**src/sv/tfc_pkg.sv**
```systemverilog
// shared types and constants for the telemetry frame checker
package tfc_pkg;

  localparam int unsigned ByteW = 8;

  localparam logic [ByteW-1:0] StartByteReset = 8'd153;
  localparam logic [ByteW-1:0] MsgHeaderLen   = 8'd4;
  localparam logic [ByteW-1:0] MsgTailLen     = 8'd2;

  typedef enum logic [1:0] {
    PH_HUNT = 2'd0,
    PH_LEN  = 2'd1,
    PH_BODY = 2'd2
  } phase_e;

  typedef struct packed {
    logic [ByteW-1:0] data_byte;
    logic             is_payload;
    logic             frame_end;
    logic             frame_good;
    logic [ByteW-1:0] sender_id;
    logic [ByteW-1:0] message_id;
  } result_t;

endpackage

```
**src/sv/tfc_byte_if.sv**
```systemverilog
// valid/ready channel carrying one received byte per transaction
interface tfc_byte_if;
  logic                        valid;
  logic                        ready;
  logic [tfc_pkg::ByteW-1:0]   rx_byte;

  modport source (output valid, output rx_byte, input ready);
  modport sink   (input valid, input rx_byte, output ready);
endinterface

```
**src/sv/tfc_result_if.sv**
```systemverilog
// valid/ready channel carrying one checked byte and its frame status per transaction
interface tfc_result_if;
  logic                        valid;
  logic                        ready;
  logic [tfc_pkg::ByteW-1:0]   data_byte;
  logic                        is_payload;
  logic                        frame_end;
  logic                        frame_good;
  logic [tfc_pkg::ByteW-1:0]   sender_id;
  logic [tfc_pkg::ByteW-1:0]   message_id;

  modport source (output valid, output data_byte, output is_payload, output frame_end,
                  output frame_good, output sender_id, output message_id, input ready);
  modport sink   (input valid, input data_byte, input is_payload, input frame_end,
                  input frame_good, input sender_id, input message_id, output ready);
endinterface

```
**src/sv/tfc_deframer.sv**
```systemverilog
// frame state machine with running fletcher sums and check byte compare
module tfc_deframer (
  input  logic                      clk_i,
  input  logic                      rst_ni,
  input  logic                      en_i,
  input  logic [tfc_pkg::ByteW-1:0] byte_i,
  input  logic [tfc_pkg::ByteW-1:0] start_byte_i,
  output tfc_pkg::result_t          res_o
);

  tfc_pkg::phase_e           phase_q, phase_d;
  logic [tfc_pkg::ByteW-1:0] len_q, len_d;
  logic [tfc_pkg::ByteW-1:0] pos_q, pos_d;
  logic [tfc_pkg::ByteW-1:0] sum1_q, sum1_d;
  logic [tfc_pkg::ByteW-1:0] sum2_q, sum2_d;
  logic [tfc_pkg::ByteW-1:0] chk1_q, chk1_d;
  logic [tfc_pkg::ByteW-1:0] sender_q, sender_d;
  logic [tfc_pkg::ByteW-1:0] message_q, message_d;

  logic [tfc_pkg::ByteW:0]   pos_ext;
  logic [tfc_pkg::ByteW:0]   len_ext;
  logic                      in_sum;
  logic                      at_chk1;
  logic [tfc_pkg::ByteW-1:0] sum1_add;

  assign pos_ext  = {1'b0, pos_q};
  assign len_ext  = {1'b0, len_q};
  assign in_sum   = (pos_ext + {1'b0, tfc_pkg::MsgTailLen} + 9'd1) <= len_ext;
  assign at_chk1  = (pos_ext + {1'b0, tfc_pkg::MsgTailLen}) == len_ext;
  assign sum1_add = sum1_q + byte_i;

  // next state
  always_comb begin
    phase_d   = phase_q;
    len_d     = len_q;
    pos_d     = pos_q;
    sum1_d    = sum1_q;
    sum2_d    = sum2_q;
    chk1_d    = chk1_q;
    sender_d  = sender_q;
    message_d = message_q;
    unique case (phase_q)
      tfc_pkg::PH_HUNT: begin
        if (byte_i == start_byte_i) begin
          phase_d   = tfc_pkg::PH_LEN;
          pos_d     = 8'd1;
          sum1_d    = '0;
          sum2_d    = '0;
          chk1_d    = '0;
          sender_d  = '0;
          message_d = '0;
        end
      end
      tfc_pkg::PH_LEN: begin
        if (byte_i < tfc_pkg::MsgHeaderLen) begin
          phase_d = tfc_pkg::PH_HUNT;
        end else begin
          len_d   = byte_i;
          sum1_d  = byte_i;
          sum2_d  = byte_i;
          pos_d   = 8'd2;
          phase_d = tfc_pkg::PH_BODY;
        end
      end
      tfc_pkg::PH_BODY: begin
        if (pos_q == 8'd2) begin
          sender_d = byte_i;
        end
        if (pos_q == 8'd3) begin
          message_d = byte_i;
        end
        if (in_sum) begin
          sum1_d = sum1_add;
          sum2_d = sum2_q + sum1_add;
        end else if (at_chk1) begin
          chk1_d = byte_i;
        end else begin
          phase_d = tfc_pkg::PH_HUNT;
        end
        pos_d = pos_q + 8'd1;
      end
      default: begin
        phase_d = tfc_pkg::PH_HUNT;
      end
    endcase
  end

  // result fields
  always_comb begin
    res_o            = '0;
    res_o.data_byte  = byte_i;
    res_o.sender_id  = sender_d;
    res_o.message_id = message_d;
    unique case (phase_q)
      tfc_pkg::PH_HUNT: begin
      end
      tfc_pkg::PH_LEN: begin
        res_o.frame_end = byte_i < tfc_pkg::MsgHeaderLen;
      end
      tfc_pkg::PH_BODY: begin
        if (in_sum) begin
          res_o.is_payload = pos_q >= tfc_pkg::MsgHeaderLen;
        end else if (!at_chk1) begin
          res_o.frame_end  = 1'b1;
          res_o.frame_good = (chk1_q == sum1_q) && (byte_i == sum2_q);
        end
      end
      default: begin
      end
    endcase
  end

  always_ff @(posedge clk_i or negedge rst_ni) begin
    if (!rst_ni) begin
      phase_q   <= tfc_pkg::PH_HUNT;
      len_q     <= '0;
      pos_q     <= '0;
      sum1_q    <= '0;
      sum2_q    <= '0;
      chk1_q    <= '0;
      sender_q  <= '0;
      message_q <= '0;
    end else if (en_i) begin
      phase_q   <= phase_d;
      len_q     <= len_d;
      pos_q     <= pos_d;
      sum1_q    <= sum1_d;
      sum2_q    <= sum2_d;
      chk1_q    <= chk1_d;
      sender_q  <= sender_d;
      message_q <= message_d;
    end
  end

endmodule

```
**src/sv/telemetry_frame_checker_top.sv**
```systemverilog
// telemetry frame checker top level: input register, deframer, result register
// path: each byte passes the input register, then the deframer, then the result register
// throughput: one byte per cycle, limited only by the result channel backpressure
// the input register and the result register each hold one byte in flight
// reset: async active low; hunts for the start byte, start byte set to 153, ids zero
module telemetry_frame_checker_top (
  input  logic                      clk_i,
  input  logic                      rst_ni,
  input  logic                      cfg_we_i,
  input  logic [tfc_pkg::ByteW-1:0] cfg_wdata_i,
  tfc_byte_if.sink                  in_i,
  tfc_result_if.source              out_o
);

  logic [tfc_pkg::ByteW-1:0] start_q;
  logic                      in_valid_q;
  logic [tfc_pkg::ByteW-1:0] in_byte_q;
  logic                      out_valid_q;
  tfc_pkg::result_t          out_q;
  tfc_pkg::result_t          res;
  logic                      advance;

  assign advance    = in_valid_q && (!out_valid_q || out_o.ready);
  assign in_i.ready = !in_valid_q || advance;

  always_ff @(posedge clk_i or negedge rst_ni) begin
    if (!rst_ni) begin
      start_q <= tfc_pkg::StartByteReset;
    end else if (cfg_we_i) begin
      start_q <= cfg_wdata_i;
    end
  end

  always_ff @(posedge clk_i or negedge rst_ni) begin
    if (!rst_ni) begin
      in_valid_q <= 1'b0;
    end else if (in_i.ready) begin
      in_valid_q <= in_i.valid;
    end
  end

  always_ff @(posedge clk_i) begin
    if (in_i.valid && in_i.ready) begin
      in_byte_q <= in_i.rx_byte;
    end
  end

  tfc_deframer u_deframer (
    .clk_i        (clk_i),
    .rst_ni       (rst_ni),
    .en_i         (advance),
    .byte_i       (in_byte_q),
    .start_byte_i (start_q),
    .res_o        (res)
  );

  always_ff @(posedge clk_i or negedge rst_ni) begin
    if (!rst_ni) begin
      out_valid_q <= 1'b0;
    end else if (!out_valid_q || out_o.ready) begin
      out_valid_q <= in_valid_q;
    end
  end

  always_ff @(posedge clk_i) begin
    if (advance) begin
      out_q <= res;
    end
  end

  assign out_o.valid      = out_valid_q;
  assign out_o.data_byte  = out_q.data_byte;
  assign out_o.is_payload = out_q.is_payload;
  assign out_o.frame_end  = out_q.frame_end;
  assign out_o.frame_good = out_q.frame_good;
  assign out_o.sender_id  = out_q.sender_id;
  assign out_o.message_id = out_q.message_id;

endmodule

```
**src/flat_wrapper.sv**
```systemverilog
// flat-port wrapper written by rule: the top's interface ports become plain ports
module telemetry_frame_checker_top_flat 
  (clk_i, rst_ni, cfg_we_i, cfg_wdata_i, in_i_valid, in_i_rx_byte, in_i_ready, out_o_valid, out_o_data_byte, out_o_is_payload, out_o_frame_end, out_o_frame_good, out_o_sender_id, out_o_message_id, out_o_ready);
  tfc_byte_if in_i_i ();
  tfc_result_if out_o_i ();
  input  logic clk_i;
  input  logic rst_ni;
  input  logic cfg_we_i;
  input  logic [tfc_pkg::ByteW-1:0] cfg_wdata_i;
  input wire logic [$bits(in_i_i.valid)-1:0] in_i_valid;
  input wire logic [$bits(in_i_i.rx_byte)-1:0] in_i_rx_byte;
  output wire logic [$bits(in_i_i.ready)-1:0] in_i_ready;
  output wire logic [$bits(out_o_i.valid)-1:0] out_o_valid;
  output wire logic [$bits(out_o_i.data_byte)-1:0] out_o_data_byte;
  output wire logic [$bits(out_o_i.is_payload)-1:0] out_o_is_payload;
  output wire logic [$bits(out_o_i.frame_end)-1:0] out_o_frame_end;
  output wire logic [$bits(out_o_i.frame_good)-1:0] out_o_frame_good;
  output wire logic [$bits(out_o_i.sender_id)-1:0] out_o_sender_id;
  output wire logic [$bits(out_o_i.message_id)-1:0] out_o_message_id;
  input wire logic [$bits(out_o_i.ready)-1:0] out_o_ready;
  assign in_i_i.valid = in_i_valid;
  assign in_i_i.rx_byte = in_i_rx_byte;
  assign in_i_ready = in_i_i.ready;
  assign out_o_valid = out_o_i.valid;
  assign out_o_data_byte = out_o_i.data_byte;
  assign out_o_is_payload = out_o_i.is_payload;
  assign out_o_frame_end = out_o_i.frame_end;
  assign out_o_frame_good = out_o_i.frame_good;
  assign out_o_sender_id = out_o_i.sender_id;
  assign out_o_message_id = out_o_i.message_id;
  assign out_o_i.ready = out_o_ready;
  telemetry_frame_checker_top u_core (.clk_i(clk_i), .rst_ni(rst_ni), .cfg_we_i(cfg_we_i), .cfg_wdata_i(cfg_wdata_i), .in_i(in_i_i), .out_o(out_o_i));
endmodule
```
**config.mk**
```make
export PLATFORM = sky130hd
export DESIGN_NAME = telemetry_frame_checker_top_flat
export DESIGN_NICKNAME = d
export VERILOG_FILES = /design/src/sv/tfc_pkg.sv /design/src/sv/tfc_byte_if.sv /design/src/sv/tfc_result_if.sv /design/src/sv/tfc_deframer.sv /design/src/sv/telemetry_frame_checker_top.sv /design/src/flat_wrapper.sv
export SDC_FILE = /design/constraint.sdc
export NUM_CORES = 1
export LEC_CHECK = 0
export BUFFER_PORTS_ARGS = -buffer_cell sky130_fd_sc_hd__buf_2
export CELL_PAD_IN_SITES_DETAIL_PLACEMENT = 0
export CELL_PAD_IN_SITES_GLOBAL_PLACEMENT = 1
export CORE_UTILIZATION = 40
export DETAILED_ROUTE_END_ITERATION = 8
export PLACE_DENSITY_LB_ADDON = 0.1
export SYNTH_ARGS = -nofsm -noshare
export SYNTH_HDL_FRONTEND = slang
export SYNTH_SLANG_ARGS = --single-unit
```
**constraint.sdc**
```tcl
create_clock -name clk_i -period 4.18 [get_ports clk_i]
set_input_delay 0.836 -clock clk_i [delete_from_list [all_inputs] [get_ports clk_i]]
set_output_delay 0.836 -clock clk_i [all_outputs]
set_load 0.03 [all_outputs]
```
==> results of run 1 <==
[through the flow]
| stage | cell area, um^2 | hold slack (ns) | power, mW |
|---|---|---|---|
| after floorplan | 5870 | 0.449 | 2.92 |
| after global placement | 6260 | 0.475 | 3.35 |
| after detailed placement | 6260 | 0.473 | 3.40 |
| after CTS | 6560 | 0.478 | 4.25 |
| after global routing | 6560 | 0.497 | 4.52 |
| final | 6560 | 0.462 | 4.22 |
[power groups by stage]
stage | Clock [mW] | Combinational (mW) | Sequential (mW)
after global placement | 0 | 1.83 | 1.52
after CTS | 0.858 | 1.88 | 1.51
after floorplan | 0 | 1.36 | 1.56
after global routing | 0.889 | 2.09 | 1.54
after detailed placement | 0 | 1.87 | 1.53
final | 0.834 | 1.88 | 1.51
[cells in the final DEF, fill, tap and decap left out, types with 10 or more instances in the layout]
cell type	netlist	layout
dfrtp_1	64	64
xnor2_1	19	19
a22o_1	43	43
o21ai_0	32	32
mux2_2	18	18
inv_1	27	27
buf_4	4	16
nand2b_1	11	11
nor2_1	21	21
nand3_1	10	10
ha_1	32	32
xor2_1	30	30
edfxtp_1	35	35
a21oi_1	21	21
nand2_1	38	38
buf_2	15	49
[logic make-up after synthesis]
group                      synth area share (%)
AOI/OAI and AO/OA                          17.1
xor gates and xnor gates                   7.69
adders and majority gates                  7.50
buffers and inverters                      5.13
DFF                                        46.9
muxes                                      3.64
and+or+nand+nor                            12.0
[path summary, 6_finish.rpt]
check,startpoint,endpoint,depth (start not counted)
max in group asynchronous,rst_ni,u_core.u_deframer.len_q[2],2
min in group clk_i,u_core.in_valid_q,u_core.out_o.valid,1
max,u_core.u_deframer.pos_q[1],u_core.u_deframer.sum1_q[6],13
max reg2reg,u_core.u_deframer.pos_q[1],u_core.u_deframer.sum1_q[6],13
min,rst_ni,u_core.u_deframer.sum2_q[1],1
min reg2reg,u_core.in_valid_q,u_core.out_o.valid,1
[worst register-to-register path, cell delays in order (launching register included)]
cell	delay, ns
dfrtp_1	0.43
inv_1	0.11
ha_1	0.36
nor2b_1	0.23
nand2_1	0.08
o31ai_1	0.41
xnor2_1	0.13
ha_1	0.20
or4_1	0.53
a211oi_1	0.29
o32ai_2	0.19
a211oi_4	0.32
mux2_1	0.34
a31o_1	0.18
[flip-flops by register name, summed over array words and instances, names as in the netlist, 2 cells and up]
signal                       flops
u_core.start_q                   8
u_core.u_deframer.pos_q          8
u_core.out_o.data_byte           8
u_core.out_o.message_id          8
u_core.u_deframer.message_q      8
u_core.u_deframer.sum1_q         8
u_core.in_byte_q                 8
u_core.out_o.sender_id           8
u_core.u_deframer.len_q          8
u_core.u_deframer.sum2_q         8
u_core.u_deframer.sender_q       8
u_core.u_deframer.phase_q        2
u_core.u_deframer.chk1_q         8
[per-layer routing]
layer	part of all wire [%]	wire, um	up-vias
met5	0	0	-
met4	1.3	187	0
met2	49	6990	87
li1	-	-	2053
met1	46	6590	2127
met3	3.3	470	16
[cell type report]
| class | instances | area (um^2) | share of cell area [%] |
|---|---|---|---|
| multi-input combinational | 380 | 2820 | 43.0 |
| sequential | 103 | 2760 | 42.0 |
| timing repair buffer | 65 | 365 | 5.57 |
| clock buffer | 9 | 225 | 3.43 |
| tap | 180 | 225 | 3.43 |
| inverter | 27 | 101 | 1.54 |
| clock inverter | 7 | 65.1 | 0.991 |
[repair_timing]
item                                    in CTS  in global routing
endpoints found under the setup margin       0                  8
hold endpoints to repair                     0                  0
gates resized for setup                      0                  1
hold buffers                                 0                  0
==> metrics.cfg, run 1 <==
[run_status]
status = finished clean

[logic_synthesis]
ys_seq_elements = 103
synth_ff_type = dfrtp_1
ys_top_cells_by_area = dfrtp_1, edfxtp_1, ha_1
synth_most_common_cell = dfrtp_1
yosysUniqueCellTypes = 58
synth_top_area_share_pct = 27.3
synth_nets = 601
syn-cell-area_um2 = 5870
synth_cells = 546
synth_warnings = 0
synthArstFlopShare_pct = 66.0
synth_edf_count = 35
synth_commonest_cells = dfrtp_1, a22o_1, nand2_1
seq_area_frac_synth_pct = 46.9
syn_avg_cell_area_um2 = 10.8
yosys.area.top_type = dfrtp_1

[final_layout]
fin_cells = 771
layout.nets = 641
final_layout_size_suffix_gt1_share_pct = 18.8
post-route-util_pct = 46.6
antennaDiodeCount = 0
syn_to_final_growth_pct = 11.7
fillerInstances = 1330

[grt]
grt_pass1_wl_um = 22500
groute.usage.overall_pct = 19.9
antenna_found_initial = 0
met2_usage_pct = 32.9
grt_max_degree = 50
gr-total-overflow = 0
use_met3_pct = 2.63
grt.busiest_layer = met2
grtUsageMet1_pct = 26.7
grt_pass1_vias = 4253

[setup_path]
cp_num_buf_inv = 1
crit_path_start_kind = register
crit_path_frequent_cell = ha_1
endpoint_kind = register
crit_required_ns = 4.43
slowest_stage = or4_1
slowest_delay_ns = 0.53
crit_arrival_ns = 4.15
rrSetupSlack_ns = 0.28
cp_max_fo = 6
worst-setup-path-type = reg -> reg
critical_path.cell_chain = inv_1 -> ha_1 -> nor2b_1 -> nand2_1 -> o31ai_1 -> xnor2_1 -> ha_1 -> or4_1 -> a211oi_1 -> o32ai_2 -> a211oi_4 -> mux2_1 -> a31o_1
path_delay_family = compound AO/OA/AOI/OAI gates

[route]
drc = 0
drt_wl_total_um = 14200
wire_per_inst_um = 18.5
ant_nets = 0
vias = 4283
vias_per_cell = 5.56
drt-pass1-iter-count = 4
drtIter0Drc = 326

[placed_design]
dp_hpwl_um = 10200
pre_cts_slack_ns = 0.317
gp_congestion = 0.834
dp.cells = 755
port_buffers = 49

[pwr]
internal_power_mw = 2.54
leakage_nw = 2.91
switchingPower_mw = 1.68
seq_power_share_pct = 35.8
peakVddDrop_v = 0.000438
power_switching_share_pct = 39.8
p_clk_share_pct = 19.8
power_density_nw_per_um2 = 643
pwr-share-comb_pct = 44.5

[die]
die_w_um = 123
coreArea_um2 = 14100
start_util_pct = 41.7
rows = 43
die_h_um = 123
die_area_um2 = 15200
io_pins = 50

[sta]
fin_crit_ns = 3.90
clock.fmax_ghz = 0.257
min_period_over_period_pct = 93.3
relSlewSlack_pct = 44.5
worst_clock_skew_ns = 0.00878
layout_setup_ws_ns = 0.282
setup_tns_ns = 0
finalSetupViolCount = 0
worstMarginPinSlew_ns = 0.831
hold_viol = 0
maxSlewViolCount = 0

[clocking]
cts_sinks = 103
postCtsSetupRepairBufs = 0
clk_pin_slew_ns = 0.08
htreeDepth = 3
cts-buffers-inserted = 9
clock_latency_ns = 0.35
root_buffer = clkbuf_16
clock_path_buffers = 2
cts_tree = yes

[flow_run]
drv_cap = 0

[worst_hold_path]
min_path_type = in -> async

(Power assumes the default switching activity.)
==> inputs of run 2 (changes only) <==
--- a/config.mk
+++ b/config.mk
@@ -10,7 +10,7 @@
 export CELL_PAD_IN_SITES_GLOBAL_PLACEMENT = 1
 export CORE_UTILIZATION = 40
 export DETAILED_ROUTE_END_ITERATION = 8
-export PLACE_DENSITY_LB_ADDON = 0.1
+export PLACE_DENSITY = 0.8
 export SYNTH_ARGS = -nofsm -noshare
 export SYNTH_HDL_FRONTEND = slang
 export SYNTH_SLANG_ARGS = --single-unit
==> run 2 against run 1 <==
  * Routed wire length decreased by 2.8%
  * First-iteration DRC count increased by 11%
  * Largest cell class unchanged
  * Count of clock-buffer cells in the layout unchanged
  * Via count increased by 1.1%
  * Die area unchanged
  * Setup slack improved by 0.034 ns
  * Combinational power about the same
  * Largest power group unchanged
  * Critical path type unchanged
==> metrics.cfg, run 2 (same netlist as run 1, synthesis figures left out) <==
[run_status]
status = finished clean

[die]
io_pins = 50
rows = 43
die_h_um = 123
die_w_um = 123
start_util_pct = 41.7
die_area_um2 = 15200
coreArea_um2 = 14100

[placed_design]
dp.cells = 756
gp_congestion = 0.836
dp_hpwl_um = 9960
port_buffers = 49

[pwr]
peakVddDrop_v = 0.000331
p_total_mw = 4.24
leakage_nw = 2.92
power_density_nw_per_um2 = 643

[route]
dr.max_layer_used = met4
ant_nets = 0
drt-met1-wl_um = 6610
wire_per_inst_um = 17.9
vias = 4329
drc = 0
wl_met3_um = 443
drt-pass1-iter-count = 5
vias_per_cell = 5.61
wl_met2_um = 6680
drt_wl_total_um = 13800
drtIter0Drc = 363

[setup_path]
slowest_stage = or4_1
critPathCapture = u_core.u_deframer.sum1_q[6]
crit_path_start_kind = register
worst-setup-path-type = reg -> reg
rrSetupSlack_ns = 0.32
crit_arrival_ns = 4.10
crit_cells = 14
path_delay_family = compound AO/OA/AOI/OAI gates
cp_num_buf_inv = 1
cp_max_fo = 6
crit_start = u_core.u_deframer.pos_q[1]
crit-reg2reg-launch = u_core.u_deframer.pos_q[1]
rr_endpoint = u_core.u_deframer.sum1_q[6]
critical_path.cell_chain = inv_1 -> ha_1 -> nor2b_1 -> nor2b_1 -> xnor2_1 -> a22oi_1 -> xnor2_1 -> ha_1 -> or4_1 -> a211oi_1 -> o32ai_2 -> a211oi_4 -> mux2_1 -> a31o_1
slowest_delay_ns = 0.51
crit_required_ns = 4.41
r2r_cells = 14
endpoint_kind = register

[clocking]
postCtsSetupRepairBufs = 0
cts_sinks = 103
holdBufCountCts = 0
htreeDepth = 3
cts-buffers-inserted = 9
clock_latency_ns = 0.35
root_buffer = clkbuf_16
cts_tree = yes
clock_path_buffers = 2
clk_pin_slew_ns = 0.08

[sta]
min_period_over_period_pct = 92.5
hold_slack_ns = 0.415
finalSetupViolCount = 0
hold_viol = 0
setup_tns_ns = 0
maxSlewViolCount = 0
relSlewSlack_pct = 55.3
grt_setup_unrepaired = false
worst_clock_skew_ns = 0.0133
worstMarginPinSlew_ns = 0.671
fin_crit_ns = 3.86
clock.fmax_ghz = 0.259

[grt]
grt_pass1_vias = 4263
groute.usage.overall_pct = 19.2
grt_pass1_wl_um = 22200
antenna_found_initial = 0
grt_max_degree = 53
gr-total-overflow = 0

[final_layout]
fin_cells = 772
final_cell_mix = dfrtp_1, buf_2, a22o_1
multi_input_area_um2 = 2830
fillerInstances = 1315
final_common_cell = dfrtp_1
antennaDiodeCount = 0
final_layout_size_suffix_gt1_share_pct = 19.1
syn_to_final_growth_pct = 12.2
layout.nets = 642
seq_area_um2 = 2760

[flow_run]
drv_cap = 0

[worst_hold_path]
min_path_type = in -> async

[run 2: how the worst min path moves through the flow]
stage                     slack (ns)                     startpoint                            end
after floorplan                 0.45            u_core.in_byte_q[3]      u_core.out_o.data_byte[3]
after CTS                       0.43                         rst_ni    u_core.u_deframer.sum2_q[0]
after global placement          0.47              u_core.in_valid_q             u_core.out_o.valid
after detailed placement        0.48  u_core.u_deframer.sender_q[6]  u_core.u_deframer.sender_q[6]
after global routing            0.44                         rst_ni    u_core.u_deframer.sum2_q[0]
final                           0.42                         rst_ni    u_core.u_deframer.sum2_q[0]
[run 2: layout make-up]
class                   instances  share of cell area (%)
multi-input cells             380                    42.9
flip-flops and latches        103                    41.8
repair buffers                 66                    5.66
clock buffers                   9                    3.42
well taps                     180                    3.42
inverters                      27                    1.54
clock inverters                 7                    1.23
[run 2: worst reg2reg max path, stage by stage (launching register included)]
cell,delay (ns)
dfrtp_1,0.44
inv_1,0.12
ha_1,0.36
nor2b_1,0.24
nor2b_1,0.20
xnor2_1,0.13
a22oi_1,0.09
xnor2_1,0.14
ha_1,0.19
or4_1,0.51
a211oi_1,0.29
o32ai_2,0.20
a211oi_4,0.33
mux2_1,0.34
a31o_1,0.18
[run 2: stage by stage]
stage,util [%],instance area [um^2],worst slack (ns)
6_report,46.8,6590,0.316
5_1_grt,46.8,6590,0.00778
4_1_cts,46.7,6580,0.158
3_5_place_dp,44.5,6270,0.194
3_3_place_gp,44.5,6270,0.282
2_1_floorplan,-,5870,0.542
[run 2: power by group]
part / switching, mW / total, mW / internal [mW] / leakage, nW
Combinational: 1.06 / 1.87 / 0.812 / 1.55
Clock: 0.424 / 0.853 / 0.429 / 0.150
Sequential: 0.210 / 1.51 / 1.30 / 1.22
Total: 1.70 / 4.24 / 2.54 / 2.92
[run 2: what timing repair did]
item	in CTS	in global routing
endpoints found under the hold margin	0	0
endpoints found under the setup margin	0	19
gates resized for setup	0	2
[run 2: metal layers]
layer | vias up | GRT usage [%]
met4 | 0 | 4.89
met3 | 10 | 3.18
met1 | 2156 | 26.7
met2 | 117 | 31.0
li1 | 2046 | -
met5 | - | 0
